==> src/design/gb5_pkg.sv <==
// Shared types and constants for the 5x5 Gaussian blur core.
// No dependencies; used by gb5_cell, gb5_line_store and gaussian_blur_5x5_core.
package gb5_pkg;

  localparam int unsigned PIX_W   = 8;
  localparam int unsigned WCFG_W  = 12;   // width register bits
  localparam int unsigned HCFG_W  = 16;   // height register bits
  localparam int unsigned SUM_W   = 17;   // 25-tap sum, max 273*255
  localparam int unsigned PROD_W  = 25;   // sum * 240
  localparam int unsigned IDX_W   = 8;    // config register index
  localparam int unsigned DATA_W  = 16;   // config write data

  localparam logic [IDX_W-1:0] REG_WIDTH  = IDX_W'(0);
  localparam logic [IDX_W-1:0] REG_HEIGHT = IDX_W'(1);

  localparam logic [WCFG_W-1:0] WIDTH_RST  = WCFG_W'(640);
  localparam logic [HCFG_W-1:0] HEIGHT_RST = HCFG_W'(480);
  localparam int unsigned       MIN_DIM    = 5;
  localparam int unsigned       SCALE      = 240;
  localparam int unsigned       SCALE_SH   = 16;

  // column weights by group: outer (cols 0,4), inner (cols 1,3), middle (col 2)
  // each row: weight of (top+bottom), (second+fourth), center
  localparam int unsigned WT [3][3] = '{'{1, 4, 7}, '{4, 16, 26}, '{7, 26, 41}};
  localparam int unsigned GRP_OUTER = 0;
  localparam int unsigned GRP_INNER = 1;
  localparam int unsigned GRP_MID   = 2;

  typedef logic [PIX_W-1:0]      pix_t;
  typedef logic [4:0][PIX_W-1:0] pcol_t;   // [0] oldest row .. [4] current row
  typedef logic [SUM_W-1:0]      sum_t;

  // symmetric fold of one window column
  typedef struct packed {
    logic [PIX_W:0]   outer;   // rows 0 + 4
    logic [PIX_W:0]   inner;   // rows 1 + 3
    logic [PIX_W-1:0] mid;     // row 2
  } colsum_t;

  // tag carried along the pipe with each word
  typedef struct packed {
    logic emit;
    logic last;
  } tag_t;

  function automatic sum_t grp_sum(input logic [PIX_W+1:0] a, input logic [PIX_W+1:0] b,
                                   input logic [PIX_W:0] c, input int unsigned g);
    sum_t ta, tb, tc;
    ta = SUM_W'(a) * SUM_W'(WT[g][0]);
    tb = SUM_W'(b) * SUM_W'(WT[g][1]);
    tc = SUM_W'(c) * SUM_W'(WT[g][2]);
    return ta + tb + tc;
  endfunction

endpackage

==> src/design/gb5_cell.sv <==
// One window column of the 5x5 blur: five pixels, shifted in from the right neighbor.
// Depends on gb5_pkg.
module gb5_cell import gb5_pkg::*; (
  input  logic    clk,
  input  logic    shift,
  input  pcol_t   col_in,
  output pcol_t   col_out,
  output colsum_t sums
);

  pcol_t col;

  always_ff @(posedge clk) begin
    if (shift) begin
      col <= col_in;
    end
  end

  assign col_out    = col;
  assign sums.outer = {1'b0, col[0]} + {1'b0, col[4]};
  assign sums.inner = {1'b0, col[1]} + {1'b0, col[3]};
  assign sums.mid   = col[2];

endmodule

==> config.mk <==
export PLATFORM = sky130hd
export DESIGN_NAME = gb5_cell
export DESIGN_NICKNAME = d
export VERILOG_FILES = /design/src/design/gb5_pkg.sv /design/src/design/gb5_cell.sv
export SDC_FILE = /design/constraint.sdc
export NUM_CORES = 1
export LEC_CHECK = 0
export BUFFER_PORTS_ARGS = -buffer_cell sky130_fd_sc_hd__buf_2
export CORE_MARGIN = 8
export CORE_UTILIZATION = 23
export DETAILED_ROUTE_END_ITERATION = 7
export GPL_TIMING_DRIVEN = 0
export PLACE_DENSITY = 0.58
export SYNTH_ARGS = -nofsm -noshare
export SYNTH_HDL_FRONTEND = slang
export SYNTH_SLANG_ARGS = --single-unit
==> constraint.sdc <==
create_clock -name clk -period 1.9 [get_ports clk]
set_input_delay 0.38 -clock clk [delete_from_list [all_inputs] [get_ports clk]]
set_output_delay 0.38 -clock clk [all_outputs]
set_load 0.02 [all_outputs]
==> metrics.md <==
| Metric | Value |
|---|---|
| Outcome | finished, violations left |
| Failing checks | negative setup slack |
| Area grow syn2layout | 66.4% |
| Fin util | 0.387 |
| Post-synthesis compound-gate area fraction | 0.0982 |
| Top post-synthesis cells by area | edfxtp_1 64%, ha_1 11%, buf_4 3.2%, xnor2_1 2.3%, fa_1 2.1% |
| RSZ-0062 raised after global routing | true |
| #FFs+latches synth | 40 |
| Max Slew Vio Count | 0 |
| Syn_area_per_cell | 15.1 sq um |
| Vias per inst | 4.16 |
| Number of enable flip-flop cells after synthesis | 40 |
| Pre-CTS setup slack | -317 ps |
| Remaining DRCs | 0 |
| Cts hold-fix bufs | 0 |
| Crit path kind | flip-flop to primary output |
| Synth top area share | 0.641 |
| Largest family of logic cells by synthesized area | adder cells |
| IO Count | 108 |
| Pleak | 1.35 nW |
| Area after DPL | 0.00269 sq mm |
| Total power | 2.93 mW |
| Floorplan die height | 106 um |
| Initial Util | 0.233 |
| Fill count | 794 |
| Crit-path max FO | 3 |
| Dominant synthesized flop cell | edfxtp_1 |
| Core area | 0.00805 sq mm |
| Crit. End Element | primary output |
| Synth area leader | edfxtp_1 |
| Layout cells sized above 1 | 0.672 |
| Antenna viol nets, final | 0 |
| Distinct cells, synth | 28 |
| Synth cell count leaders | 40 x edfxtp_1, 16 x ha_1, 8 x buf_4, 7 x a21oi_1 |
| Final Critical Period | 2470 ps |
| Critical Path RT | 1520 ps |
| Max-Cap Viols | 0 |
| Root Buffer | clkbuf_8 |
| H-tree levels | 2 |
| IO Port Bufs | 107 |
| VDD IR max | 0.000335 V |
| Routed met3 length | 503 um |
| FP Rows | 33 |
| Yosys warnings | 0 |
| Worst slew pin tran | 931 ps |
| Synth Area in XOR/XNOR | 0.0421 |
| Max reg flops | 40 |
| Total die area | 0.0113 sq mm |
| Setup violations, final | 16 |
| Mux contribution to synthesized area | 0 |
| Largest net degree at the start of global routing | 41 |
| Clock slew seen by the registers of the worst setup and hold paths | 90 ps |
| Total GRT Usage | 0.0898 |
| Cells after Synth | 124 |
| Via Count | 1494 |
| M1 WL | 1930 um |
| Power per cell area | 941 mW/mm^2 |
| DR pass1 iterations | 4 |
| Initial drt markers | 101 |
| CTS Buffer Depth | 2 |
| Drt wl/cell | 14.3 um |
| GP Congestion | 0.729 |
| Syn nets | 184 |
| Crit share post-route | 1.30 |
| TritonCTS Buffers | 5 |
| CTS Sinks | 40 |
| Fmax | 0.405 GHz |
| Hold WC Path Type | input pin to flip-flop |
| Total grt overflow | 0 |
| Synth Area in Adders | 0.128 |
| Data arrival time of the worst path | 2090 ps |
| Routed wl met2 | 2560 um |
| Cell area after synthesis | 0.00187 sq mm |
| Initial antenna violation count | 2 |
| # nets final | 312 |
| Final worst slack | -572 ps |
| Die width | 106 um |
| Register area | 0.00120 sq mm |
| Final hold slack | 254 ps |
| Worst setup SP type | flip-flop |
| Dpl hpwl | 4020 um |
| Count leader, synth | edfxtp_1 |
| Slew Limit Headroom | 0.379 |
| Multi-input gate area | 862 sq um |
| First-pass GRT wire length | 8020 um |
| TritonCTS clock tree | built |
| Sequential share of the synthesized area | 0.641 |
| Final hold vios | 0 |
| Highest routed layer | met5 |
| Simple-gate share of the synthesized area | 0.0481 |
| WL final | 5120 um |
| Final instance area | 0.00312 sq mm |
| Post-synth ARST share | 0 |
| Vias in the first global route | 1643 |
## where the power goes
part           switching [mW]  total, mW  leakage (nW)  internal [mW]
registers              0.0465       1.10         0.391           1.05
clock network           0.314      0.703        0.0541          0.389
logic                   0.593       1.13         0.908          0.541
total                   0.953       2.93          1.35           1.98
## kinds of logic after synthesis
| group | after synthesis |
|---|---|
| fa+ha+maj | 18 |
| buf+inv | 13 |
| compound gates | 27 |
| simple gates | 17 |
| xor+xnor | 9 |
| flops | 40 |
## through the flow
stage / TNS [ps] / std cells
detailed placement: -2100 / 336
global route: -7110 / 359
finish: -5680 / 359
floorplan: -1320 / 124
CTS: -5740 / 353
global placement: -1960 / 336
## timing repair
item / in CTS / in global routing
resized for setup: 39 / 8
endpoints found under the setup margin: 16 / 16
setup buffers: 9 / 6
pin swaps: 17 / 11
## worst max-delay path, cell delays in order (launching register included)
cell	delay [ps]
edfxtp_1	440
ha_4	200
fa_2	340
a21o_1	210
a21oi_4	200
o21ai_2	70
a22oi_2	200
buf_6	140
## final timing paths
kind / cells after the start / slack, ps / to / from
max: 7 / -570 / sums[23] / col_out[32]
min: 1 / 250 / col_out[19] / col_in[19]
## final cells by class
class | count | area share
multi-input combinational | 71 | 0.277
clock inverter | 3 | 0.0136
timing repair buffer | 121 | 0.234
tap | 105 | 0.0422
antenna | 1 | 0.000803
sequential | 40 | 0.385
inverter | 5 | 0.00602
buffer | 8 | 0.0193
clock buffer | 5 | 0.0221
## cells in the final DEF, fill, tap and decap left out, types with 5 or more instances in the layout
| master | n |
|---|---|
| ha_4 | 6 |
| edfxtp_1 | 40 |
| buf_4 | 25 |
| inv_1 | 5 |
| ha_1 | 9 |
| clkbuf_8 | 5 |
| a21o_1 | 5 |
| nor2_1 | 5 |
| buf_2 | 91 |
| buf_6 | 13 |
## per-layer routing
layer  vias to the layer above  track usage
met5                         -            0
met4                         2       0.0362
li1                        723            -
met1                       701       0.0883
met3                        11       0.0490
met2                        57        0.155
No activity file was read; power rests on OpenSTA's default activity.
